File: src/rtl/brf_pkg.sv
// Shared types and constants of the binary rectangle finder.
// No dependencies; the front end, back end, top and testbench import this package.
package brf_pkg;

  localparam int MaxCols   = 64;  // default column capacity
  localparam int MaxRows   = 64;  // largest usable frame height
  localparam int MaxRects  = 33;  // rectangle records kept for one pixel
  localparam int CoordW    = 6;   // width of every reported coordinate
  localparam int SizeW     = 7;   // width of the size registers
  localparam int CfgIdxW   = 1;
  localparam int CfgReset  = 64;
  localparam int OpqDepth  = 4;
  localparam int ResqDepth = 4;

  typedef enum logic [CfgIdxW-1:0] {
    CfgCols = 1'b0,
    CfgRows = 1'b1
  } cfg_reg_e;

  typedef enum logic [1:0] {
    BkOps,
    BkFlush,
    BkMark
  } back_state_e;

  // One classified pixel, front to back.
  typedef struct packed {
    logic              px;
    logic              corner;
    logic              run_end;
    logic              last;       // last pixel of the frame
    logic [CoordW-1:0] col;
    logic [CoordW-1:0] top;        // current row
    logic [CoordW-1:0] close_bot;  // row above, zero on the first row
    logic [CoordW-1:0] run_col;
    logic [CoordW-1:0] run_right;
  } op_t;

  typedef struct packed {
    logic              is_rect;
    logic [CoordW-1:0] top;
    logic [CoordW-1:0] left;
    logic [CoordW-1:0] bottom;
    logic [CoordW-1:0] right;
    logic              last;
  } res_t;

endpackage

File: src/rtl/brf_fifo.sv
// Small register FIFO with full/empty flags.
// Used for the op queue and the result queue; depends on nothing.
module brf_fifo #(
  parameter int W     = 8,
  parameter int DEPTH = 4
) (
  input  logic         clk_i,
  input  logic         rst_ni,
  input  logic         push_i,
  input  logic [W-1:0] data_i,
  output logic         full_o,
  input  logic         pop_i,
  output logic [W-1:0] data_o,
  output logic         empty_o
);

  localparam int PtrW = (DEPTH > 1) ? $clog2(DEPTH) : 1;
  localparam int CntW = $clog2(DEPTH + 1);

  logic [W-1:0]    mem_q [DEPTH];
  logic [PtrW-1:0] wr_q, wr_d, rd_q, rd_d;
  logic [CntW-1:0] cnt_q, cnt_d;
  logic            do_push, do_pop;

  assign full_o  = (cnt_q == CntW'(DEPTH));
  assign empty_o = (cnt_q == '0);
  assign do_push = push_i && !full_o;
  assign do_pop  = pop_i && !empty_o;
  assign data_o  = mem_q[rd_q];

  always_comb begin
    wr_d  = wr_q;
    rd_d  = rd_q;
    cnt_d = cnt_q;
    if (do_push) begin
      wr_d = (wr_q == PtrW'(DEPTH - 1)) ? '0 : wr_q + PtrW'(1);
    end
    if (do_pop) begin
      rd_d = (rd_q == PtrW'(DEPTH - 1)) ? '0 : rd_q + PtrW'(1);
    end
    if (do_push && !do_pop) begin
      cnt_d = cnt_q + CntW'(1);
    end else if (do_pop && !do_push) begin
      cnt_d = cnt_q - CntW'(1);
    end
  end

  always_ff @(posedge clk_i or negedge rst_ni) begin
    if (!rst_ni) begin
      wr_q  <= '0;
      rd_q  <= '0;
      cnt_q <= '0;
    end else begin
      wr_q  <= wr_d;
      rd_q  <= rd_d;
      cnt_q <= cnt_d;
    end
  end

  always_ff @(posedge clk_i) begin
    if (do_push) begin
      mem_q[wr_q] <= data_i;
    end
  end

  a_cnt_bound: assert property (@(posedge clk_i) disable iff (!rst_ni)
    cnt_q <= CntW'(DEPTH))
    else $error("fifo count beyond depth");

endmodule

File: src/rtl/brf_front.sv
// Front end: raster position, row-above and run tracking, pixel classification.
// Depends on brf_pkg; feeds the op queue.
module brf_front #(
  parameter int MAX_COLS = brf_pkg::MaxCols
) (
  input  logic                       clk_i,
  input  logic                       rst_ni,
  input  logic [brf_pkg::SizeW-1:0]  cols_i,
  input  logic [brf_pkg::SizeW-1:0]  rows_i,
  input  logic                       push,
  input  logic                       pixel_i,
  output logic                       full,
  input  logic                       opq_full_i,
  output logic                       op_push_o,
  output brf_pkg::op_t               op_o
);
  import brf_pkg::*;

  localparam int ColIdxW = (MAX_COLS > 1) ? $clog2(MAX_COLS) : 1;

  logic [CoordW-1:0]   col_q, col_d, run_start_q, run_start_d;
  logic [SizeW-1:0]    row_q, row_d;
  logic                left_q, left_d, run_act_q, run_act_d;
  logic [MAX_COLS-1:0] prev_q, prev_d;

  logic [SizeW-1:0]    cols, rows, r, rows_m1, cols_m1;
  logic [CoordW-1:0]   c, right;
  logic                accept, last_col, last_row, up, lf, corner, run_end, frame_end;

  // clamp sizes: zero counts as one, capped at capacity
  always_comb begin
    if (cols_i == '0) begin
      cols = SizeW'(1);
    end else if (cols_i > SizeW'(MAX_COLS)) begin
      cols = SizeW'(MAX_COLS);
    end else begin
      cols = cols_i;
    end
    if (rows_i == '0) begin
      rows = SizeW'(1);
    end else if (rows_i > SizeW'(MaxRows)) begin
      rows = SizeW'(MaxRows);
    end else begin
      rows = rows_i;
    end
  end

  assign cols_m1  = cols - SizeW'(1);
  assign rows_m1  = rows - SizeW'(1);
  // position beyond a shrunk frame is taken as the last one
  assign c        = ({1'b0, col_q} >= cols) ? CoordW'(cols_m1) : col_q;
  assign r        = (row_q >= rows) ? rows_m1 : row_q;
  assign last_col = ({1'b0, c} == cols_m1);
  assign last_row = (r == rows_m1);
  assign frame_end = last_col && last_row;

  assign up     = (r == '0) ? 1'b0 : prev_q[c[ColIdxW-1:0]];
  assign lf     = (c == '0) ? 1'b0 : left_q;
  assign corner = pixel_i && !lf && !up;
  assign run_end = (run_act_q || corner) && (!pixel_i || last_col);
  assign right  = pixel_i ? c : ((c == '0) ? '0 : c - CoordW'(1));

  assign full      = opq_full_i;
  assign accept    = push && !full;
  assign op_push_o = accept;

  always_comb begin
    op_o.px        = pixel_i;
    op_o.corner    = corner;
    op_o.run_end   = run_end;
    op_o.last      = frame_end;
    op_o.col       = c;
    op_o.top       = r[CoordW-1:0];
    op_o.close_bot = (r == '0) ? '0 : CoordW'(r - SizeW'(1));
    op_o.run_col   = corner ? c : run_start_q;
    op_o.run_right = right;
  end

  always_comb begin
    col_d       = col_q;
    row_d       = row_q;
    left_d      = left_q;
    run_act_d   = run_act_q;
    run_start_d = run_start_q;
    prev_d      = prev_q;
    if (accept) begin
      prev_d[c[ColIdxW-1:0]] = pixel_i;
      left_d = pixel_i;
      if (corner) begin
        run_start_d = c;
        run_act_d   = 1'b1;
      end
      if (run_end) begin
        run_act_d = 1'b0;
      end
      if (frame_end) begin
        col_d     = '0;
        row_d     = '0;
        left_d    = 1'b0;
        run_act_d = 1'b0;
      end else if (last_col) begin
        col_d = '0;
        row_d = r + SizeW'(1);
      end else begin
        col_d = c + CoordW'(1);
      end
    end
  end

  always_ff @(posedge clk_i or negedge rst_ni) begin
    if (!rst_ni) begin
      col_q       <= '0;
      row_q       <= '0;
      left_q      <= 1'b0;
      run_act_q   <= 1'b0;
      run_start_q <= '0;
      prev_q      <= '0;
    end else begin
      col_q       <= col_d;
      row_q       <= row_d;
      left_q      <= left_d;
      run_act_q   <= run_act_d;
      run_start_q <= run_start_d;
      prev_q      <= prev_d;
    end
  end

endmodule

File: src/rtl/brf_back.sv
// Back end: open-rectangle store, close detection, end-of-frame column flush.
// Depends on brf_pkg; reads the op queue, writes the result queue.
module brf_back #(
  parameter int MAX_COLS = brf_pkg::MaxCols
) (
  input  logic          clk_i,
  input  logic          rst_ni,
  input  brf_pkg::op_t  op_i,
  input  logic          op_empty_i,
  output logic          op_pop_o,
  output logic          res_push_o,
  output brf_pkg::res_t res_o,
  input  logic          res_full_i
);
  import brf_pkg::*;

  localparam int ColIdxW = (MAX_COLS > 1) ? $clog2(MAX_COLS) : 1;
  localparam int CntW    = $clog2(MaxRects + 1);

  back_state_e         state_q, state_d;
  logic [MAX_COLS-1:0] flag_q, flag_d;
  logic [ColIdxW-1:0]  k_q, k_d, opc, runc, rd_addr;
  logic [CntW-1:0]     rects_q, rects_d;
  logic [CoordW-1:0]   fl_row_q, fl_row_d;

  // open-rectangle edges, written before any read
  logic [CoordW-1:0]   top_mem [MAX_COLS];
  logic [CoordW-1:0]   right_mem [MAX_COLS];
  logic [CoordW-1:0]   rd_top_q, rd_right_q;

  // emit stage
  logic                b_valid_q, b_valid_d, b_is_rect_q, b_last_q;
  logic [CoordW-1:0]   b_left_q, b_bottom_q;

  logic b_free, op_take, close, fl_hit, fl_load, fl_step, mark_load, load_b;

  assign opc    = op_i.col[ColIdxW-1:0];
  assign runc   = op_i.run_col[ColIdxW-1:0];
  assign b_free = !b_valid_q || !res_full_i;

  // next state
  always_comb begin
    state_d = state_q;
    case (state_q)
      BkOps: begin
        if (!op_empty_i && b_free && op_i.last) begin
          state_d = BkFlush;
        end
      end
      BkFlush: begin
        if (b_free && k_q == ColIdxW'(MAX_COLS - 1)) begin
          state_d = BkMark;
        end
      end
      BkMark: begin
        if (b_free) begin
          state_d = BkOps;
        end
      end
      default: state_d = BkOps;
    endcase
  end

  // control outputs
  always_comb begin
    op_take   = 1'b0;
    fl_step   = 1'b0;
    mark_load = 1'b0;
    rd_addr   = opc;
    case (state_q)
      BkOps:   op_take = !op_empty_i && b_free;
      BkFlush: begin
        fl_step = b_free;
        rd_addr = k_q;
      end
      BkMark:  mark_load = b_free;
      default: ;
    endcase
  end

  assign op_pop_o = op_take;
  assign close    = op_take && flag_q[opc] && !op_i.px;
  assign fl_hit   = flag_q[k_q];
  assign fl_load  = fl_step && fl_hit && (rects_q < CntW'(MaxRects));
  assign load_b   = close || fl_load || mark_load;

  always_comb begin
    flag_d   = flag_q;
    rects_d  = rects_q;
    k_d      = k_q;
    fl_row_d = fl_row_q;
    if (op_take) begin
      if (close || op_i.corner) begin
        flag_d[opc] = 1'b0;
      end
      if (op_i.run_end) begin
        flag_d[runc] = 1'b1;
      end
      if (op_i.last) begin
        rects_d  = close ? CntW'(1) : '0;
        k_d      = '0;
        fl_row_d = op_i.top;
      end
    end
    if (fl_step) begin
      flag_d[k_q] = 1'b0;  // dropped past the cap as well
      k_d = k_q + ColIdxW'(1);
    end
    if (fl_load) begin
      rects_d = rects_q + CntW'(1);
    end
  end

  assign b_valid_d  = load_b || (b_valid_q && res_full_i);
  assign res_push_o = b_valid_q && !res_full_i;

  always_comb begin
    res_o.is_rect = b_is_rect_q;
    res_o.top     = b_is_rect_q ? rd_top_q : '0;
    res_o.left    = b_left_q;
    res_o.bottom  = b_bottom_q;
    res_o.right   = b_is_rect_q ? rd_right_q : '0;
    res_o.last    = b_last_q;
  end

  always_ff @(posedge clk_i or negedge rst_ni) begin
    if (!rst_ni) begin
      state_q   <= BkOps;
      flag_q    <= '0;
      rects_q   <= '0;
      k_q       <= '0;
      b_valid_q <= 1'b0;
    end else begin
      state_q   <= state_d;
      flag_q    <= flag_d;
      rects_q   <= rects_d;
      k_q       <= k_d;
      b_valid_q <= b_valid_d;
    end
  end

  always_ff @(posedge clk_i) begin
    fl_row_q <= fl_row_d;
    if (load_b) begin
      b_is_rect_q <= !mark_load;
      b_last_q    <= mark_load || (close && !op_i.last);
      if (close) begin
        b_left_q   <= op_i.col;
        b_bottom_q <= op_i.close_bot;
      end else if (fl_load) begin
        b_left_q   <= CoordW'(k_q);
        b_bottom_q <= fl_row_q;
      end else begin
        b_left_q   <= '0;
        b_bottom_q <= '0;
      end
    end
  end

  // store: read old contents before this cycle's writes
  always_ff @(posedge clk_i) begin
    if (load_b) begin
      rd_top_q   <= top_mem[rd_addr];
      rd_right_q <= right_mem[rd_addr];
    end
    if (op_take && op_i.corner) begin
      top_mem[opc] <= op_i.top;
    end
    if (op_take && op_i.run_end) begin
      right_mem[runc] <= op_i.run_right;
    end
  end

  a_emit_hold: assert property (@(posedge clk_i) disable iff (!rst_ni)
    b_valid_q && res_full_i |=> b_valid_q && $stable(b_left_q) && $stable(b_bottom_q))
    else $error("pending result changed while stalled");

  a_no_op_in_flush: assert property (@(posedge clk_i) disable iff (!rst_ni)
    state_q != BkOps |-> !op_pop_o)
    else $error("op taken during flush");

  a_rect_cap: assert property (@(posedge clk_i) disable iff (!rst_ni)
    rects_q <= CntW'(MaxRects))
    else $error("rectangle cap exceeded");

  a_marker_last: assert property (@(posedge clk_i) disable iff (!rst_ni)
    mark_load |=> b_valid_q && !b_is_rect_q && b_last_q)
    else $error("marker not flagged as last");

endmodule

File: src/rtl/binary_rectangle_finder_unit.sv
// Binary rectangle finder. Pixels of a binary image enter in raster order,
// one per cycle, through a queue-style port (push/full); each solid rectangle
// of ones leaves as one record (top, left, bottom, right) through a second
// queue-style port (empty/pop), in order of completion: a rectangle closes when
// a zero appears under its left column. At the last pixel of a frame every
// still-open rectangle is flushed in column order with bottom = last row, at
// most MaxRects records for that pixel, followed by an end-of-frame marker
// (is_rect = 0, edges zero); last_of_run marks the final record caused by a
// pixel. Throughput is one pixel per cycle except at end of frame: the back
// end then walks all MAX_COLS columns of its open-rectangle store, one column
// per cycle while the result queue has room, then emits the marker. The front
// end keeps accepting pixels of the next frame during that walk until the op
// queue between the two halves (OpqDepth entries) fills. Frame size is set by
// the cols (index 0) and rows (index 1) registers; write them only when the
// block is idle. A size of zero counts as one, larger sizes are capped at
// MAX_COLS columns and MaxRows rows. Results come out one per cycle at most.
module binary_rectangle_finder_unit #(
  parameter int MAX_COLS = brf_pkg::MaxCols
) (
  input  logic                        clk_i,
  input  logic                        rst_ni,
  // pixel input
  input  logic                        push,
  output logic                        full,
  input  logic                        pixel_i,
  // result output
  output logic                        empty,
  input  logic                        pop,
  output logic                        is_rect_o,
  output logic [brf_pkg::CoordW-1:0]  top_o,
  output logic [brf_pkg::CoordW-1:0]  left_o,
  output logic [brf_pkg::CoordW-1:0]  bottom_o,
  output logic [brf_pkg::CoordW-1:0]  right_o,
  output logic                        last_of_run_o,
  // register write port
  input  logic                        cfg_valid_i,
  output logic                        cfg_ready_o,
  input  logic [brf_pkg::CfgIdxW-1:0] cfg_index_i,
  input  logic [brf_pkg::SizeW-1:0]   cfg_data_i
);
  import brf_pkg::*;

  logic [SizeW-1:0] cols_q, rows_q;

  op_t  fr_op, bk_op;
  res_t bk_res, out_res;
  logic fr_push, opq_full, opq_empty, bk_pop, res_push, resq_full;

  // configuration registers, always writable
  assign cfg_ready_o = 1'b1;

  always_ff @(posedge clk_i or negedge rst_ni) begin
    if (!rst_ni) begin
      cols_q <= SizeW'(CfgReset);
      rows_q <= SizeW'(CfgReset);
    end else if (cfg_valid_i) begin
      case (cfg_index_i)
        CfgCols: cols_q <= cfg_data_i;
        CfgRows: rows_q <= cfg_data_i;
        default: ;
      endcase
    end
  end

  // front end: classify each pixel
  brf_front #(
    .MAX_COLS (MAX_COLS)
  ) u_front (
    .clk_i      (clk_i),
    .rst_ni     (rst_ni),
    .cols_i     (cols_q),
    .rows_i     (rows_q),
    .push       (push),
    .pixel_i    (pixel_i),
    .full       (full),
    .opq_full_i (opq_full),
    .op_push_o  (fr_push),
    .op_o       (fr_op)
  );

  // decoupling queue between front and back
  brf_fifo #(
    .W     ($bits(op_t)),
    .DEPTH (OpqDepth)
  ) u_opq (
    .clk_i   (clk_i),
    .rst_ni  (rst_ni),
    .push_i  (fr_push),
    .data_i  (fr_op),
    .full_o  (opq_full),
    .pop_i   (bk_pop),
    .data_o  (bk_op),
    .empty_o (opq_empty)
  );

  // back end: store updates, closes and frame-end flush
  brf_back #(
    .MAX_COLS (MAX_COLS)
  ) u_back (
    .clk_i      (clk_i),
    .rst_ni     (rst_ni),
    .op_i       (bk_op),
    .op_empty_i (opq_empty),
    .op_pop_o   (bk_pop),
    .res_push_o (res_push),
    .res_o      (bk_res),
    .res_full_i (resq_full)
  );

  // result queue; its head is what the user sees
  brf_fifo #(
    .W     ($bits(res_t)),
    .DEPTH (ResqDepth)
  ) u_resq (
    .clk_i   (clk_i),
    .rst_ni  (rst_ni),
    .push_i  (res_push),
    .data_i  (bk_res),
    .full_o  (resq_full),
    .pop_i   (pop),
    .data_o  (out_res),
    .empty_o (empty)
  );

  assign is_rect_o     = out_res.is_rect;
  assign top_o         = out_res.top;
  assign left_o        = out_res.left;
  assign bottom_o      = out_res.bottom;
  assign right_o       = out_res.right;
  assign last_of_run_o = out_res.last;

endmodule

File: config.mk
export PLATFORM = sky130hd
export DESIGN_NAME = binary_rectangle_finder_unit
export DESIGN_NICKNAME = d
export VERILOG_FILES = /design/src/rtl/brf_pkg.sv /design/src/rtl/brf_fifo.sv /design/src/rtl/brf_front.sv /design/src/rtl/brf_back.sv /design/src/rtl/binary_rectangle_finder_unit.sv
export SDC_FILE = /design/constraint.sdc
export NUM_CORES = 2
export LEC_CHECK = 0
export BUFFER_PORTS_ARGS = -buffer_cell sky130_fd_sc_hd__clkbuf_2
export CAP_MARGIN = 10
export CELL_PAD_IN_SITES_DETAIL_PLACEMENT = 0
export CELL_PAD_IN_SITES_GLOBAL_PLACEMENT = 2
export CORE_AREA = 2 2 333 335
export DETAILED_ROUTE_END_ITERATION = 8
export DIE_AREA = 0 0 335 337
export GPL_TIMING_DRIVEN = 0
export PLACE_DENSITY_LB_ADDON = 0.1
export SLEW_MARGIN = 15
export SYNTH_ARGS = -nofsm -noshare
export SYNTH_HDL_FRONTEND = slang
export SYNTH_SLANG_ARGS = --single-unit
File: constraint.sdc
create_clock -name clk_i -period 10.58 [get_ports clk_i]
set_input_delay 2.116 -clock clk_i [delete_from_list [all_inputs] [get_ports clk_i]]
set_output_delay 2.116 -clock clk_i [all_outputs]
set_load 0.02 [all_outputs]
==> results_dict.tcl <==
set metrics [dict create \
    pwr-share-comb 0.417 \
    power.share.clock 0.228 \
    syn_inst 4119 \
    max_stage_delay_ps 830 \
    dieArea_sq_mm 0.113 \
    status "finished, final reports clean" \
    power_switching_mw 8.22 \
    p_total_mw 19.7 \
    design_area_sq_mm 0.0598 \
    ios 43 \
    setup-tns-final_ps 0 \
    synth.most_common_cell "edfxtp_1" \
    async_reset_ff_frac 0.156 \
    cp_max_fo 11 \
    start_util 0.484 \
    clk_latency_ps 750 \
    firstDrtPassIters 5 \
    cap_violations 0 \
    switching_share 0.418 \
    arrival_ps 7110 \
    path_cells "nor3_1 > nor3b_1 > o21ai_0 > inv_1 > ha_1 > nand2b_1 > a21oi_1 > nor2b_1 > o21ai_0 > a21o_1 > clkbuf_1 > clkbuf_1 > o21ai_0 > inv_1 > ha_1 > nor4b_1 > mux2i_1 > nor2b_1 > a211oi_1 > a21boi_4 > mux2_2" \
    synthToLayoutAreaGrowth_pct 12.6 \
    cell_internal_pwr_mw 11.5 \
    dpl_cell_area_sq_mm 0.0556 \
    ys_warn_count 0 \
    synth_compound_area_frac 0.0889 \
    synth_top_area_cell "edfxtp_1" \
    fmax_ghz 0.151 \
    startpoint_type "register" \
    synthTopCellsByCount "edfxtp_1, nand2_1, nand3_1" \
    routedWlPerCell_microns 29.5 \
    syn_area_sq_mm 0.0531 \
    vias 35500 \
    cts_buffers 132 \
    drt_iter0_drc 3837 \
    min_path_type "register to register" \
    die_w_microns 335 \
    dp_cells 5606 \
    grt_start_max_net_pins 87 \
    die_h_microns 337 \
    grt_util_all_layers 0.306 \
    worstSetupEndpointType "register" \
    powerDensity_mw_per_mm2 329 \
    layout.nets 4366 \
    num_rows 122 \
    synth.distinct_cells 83 \
    antenna_found_initial 6 \
    pwr-share-seq 0.354 \
    synth_fa_ha_area_frac 0.00924 \
    drc_errors 0 \
    syn_area_per_cell_sq_um 12.9 \
    synth_top_family_by_area "simple AND/OR/NAND/NOR gates" \
    clk_path_buf_depth 3 \
    fillerInstances 9291 \
    clock_sinks 1232 \
    ys.flop_type "edfxtp_1" \
    period_share 0.627 \
    ant_nets 0 \
    vias_per_cell 6.08 \
    cpMostUsedCell "o21ai_0" \
    post-dp-hpwl_microns 121000 \
    clk_pin_slew_ps 60 \
    grt_overflow 0 \
    synthMuxAreaShare 0.0568 \
    worst-path-buf-inv 4 \
    timing.final.ws_setup_ps 3940 \
    gp_congestion 0.945 \
    yosysTopAreaCellShare 0.588 \
    cp_slowest_cell "nor2b_1" \
    finClkSkew_ps 23.2 \
    cts_tree "done" \
    ir_drop_mv 0.181 \
    ys_ff_latch 1232 \
    synth.area.top_cells "edfxtp_1, dfrtp_1, nand2_1, mux4_2, a311oi_1" \
    grt_pass1_wl_microns 245000 \
    grt_setup_unrepaired "false" \
    path_delay_family "compound AO/OA/AOI/OAI gates" \
    post-place-ws_ps 3790 \
    synth_xor_xnor_area_share 0.00511 \
    synth_edf_count 1040 \
    portBuffers 41 \
    final-hold-violation-count 0 \
    max_slew_margin 0.138 \
    htree_levels 4 \
    worstPathRequired_ps 11060 \
    grt_pass1_vias 34500 \
    root_buffer "clkbuf_16" \
    finalWirelength_microns 173000 \
    whs_ps 476 \
    cts_hold_buffers 0 \
    post_cts_resize_count 0 \
    fin_util 0.546 \
    synth_nets 4171 \
    min_period_ps 6640 \
    rrSetupSlack_ps 3940 \
    tightest_slew_ps 1280 \
    path_class "register to register" \
    drv_slew 0 \
    yosysSeqAreaShare 0.679 \
    synthSimpleGateAreaFrac 0.138 \
    power.leakage_nw 21.3 \
    setup_viol 0 \
    drive_gt1_frac 0.117 \
    core_sq_mm 0.110 \
    cts_setup_buffers 0 \
    fin_cells 5842 \
]
## worst paths after layout
check	cells after the start	startpoint	end
max	21	rows_q[3]	u_opq.mem_q[0][8]
min	2	u_back.rects_q[5]	u_back.rects_q[5]
max reg2reg	21	rows_q[3]	u_opq.mem_q[0][8]
min reg2reg	2	u_back.rects_q[5]	u_back.rects_q[5]
max in group asynchronous	2	rst_ni	u_front.prev_q[45]
min in group asynchronous	1	rst_ni	u_front.row_q[0]
## state kept, by name, summed over array words and instances (netlist names), 3 cells and up
register / count
u_front.row_q: 7
u_back.b_bottom_q: 6
u_opq.mem_q: 136
u_resq.mem_q: 104
u_front.prev_q: 64
u_back.rects_q: 6
u_back.k_q: 6
u_front.run_start_q: 6
u_back.right_mem: 384
u_opq.cnt_q: 3
cols_q: 7
u_back.fl_row_q: 6
u_resq.cnt_q: 3
rows_q: 7
u_back.top_mem: 384
u_back.rd_right_q: 6
u_back.rd_top_q: 6
u_back.b_left_q: 6
u_front.col_q: 6
u_back.flag_q: 64
## cell families after synthesis
logic type / Yosys count
adder cells (fa/ha/maj): 38
AO/OA/AOI/OAI: 635
other: 1
multiplexers: 203
XOR/XNOR: 31
AND/OR/NAND/NOR: 1676
buffers and inverters: 303
flip-flops: 1232
## worst min-delay path, cell delays in order, from the launching register on
cell and delay, ps:
dfrtp_1 340, nand2_1 50, nand2_1 60
## final cells by class
cell class | count | area (sq um) | share of cell area
Sequential cell | 1232 | 36000 | 0.603
Multi-Input combinational cell | 2584 | 15900 | 0.266
Clock buffer | 169 | 3560 | 0.0596
Tap cell | 1426 | 1780 | 0.0298
Buffer | 257 | 1070 | 0.0179
Timing Repair Buffer | 61 | 659 | 0.0110
Clock inverter | 66 | 577 | 0.00965
Inverter | 46 | 173 | 0.00289
Antenna cell | 1 | 2.50 | 0.0000419
## layout by cell type (no fill, tap or decap), types with 21 or more instances in the layout
master	count
buf_1	26
nand3_1	251
o21a_1	57
clkinv_2	22
ha_1	36
a21oi_1	79
nand2_1	943
nor2_1	209
and3_1	107
clkbuf_16	134
inv_1	41
nor2b_1	26
mux2_2	86
xnor2_1	21
a311oi_1	145
a211oi_1	42
buf_2	40
clkbuf_2	48
a31oi_1	61
dfrtp_1	190
edfxtp_1	1040
nor3_1	32
mux4_2	58
a22o_1	24
o22a_1	58
mux2i_1	44
o21ai_0	55
clkbuf_1	202
## routing by layer
metal,track usage,wire length [microns],share of wire,vias up
met5,0,52,0.00030,-
met1,0.408,69800,0.40,17900
met2,0.486,80200,0.46,1501
li1,-,-,-,15800
met4,0.148,8910,0.052,6
met3,0.0581,13600,0.079,325
## power groups by stage
| stage | Sequential (mW) | Combinational (mW) | Clock (mW) |
|---|---|---|---|
| after floorplan | 6.98 | 4.54 | 0 |
| after global placement | 7.11 | 7.82 | 0 |
| after detailed placement | 7.07 | 8.10 | 0 |
| after CTS | 6.97 | 8.12 | 4.54 |
| after global routing | 7.02 | 8.67 | 4.73 |
| final | 6.97 | 8.21 | 4.49 |
Note: power is estimated with default switching activity, not from simulation.
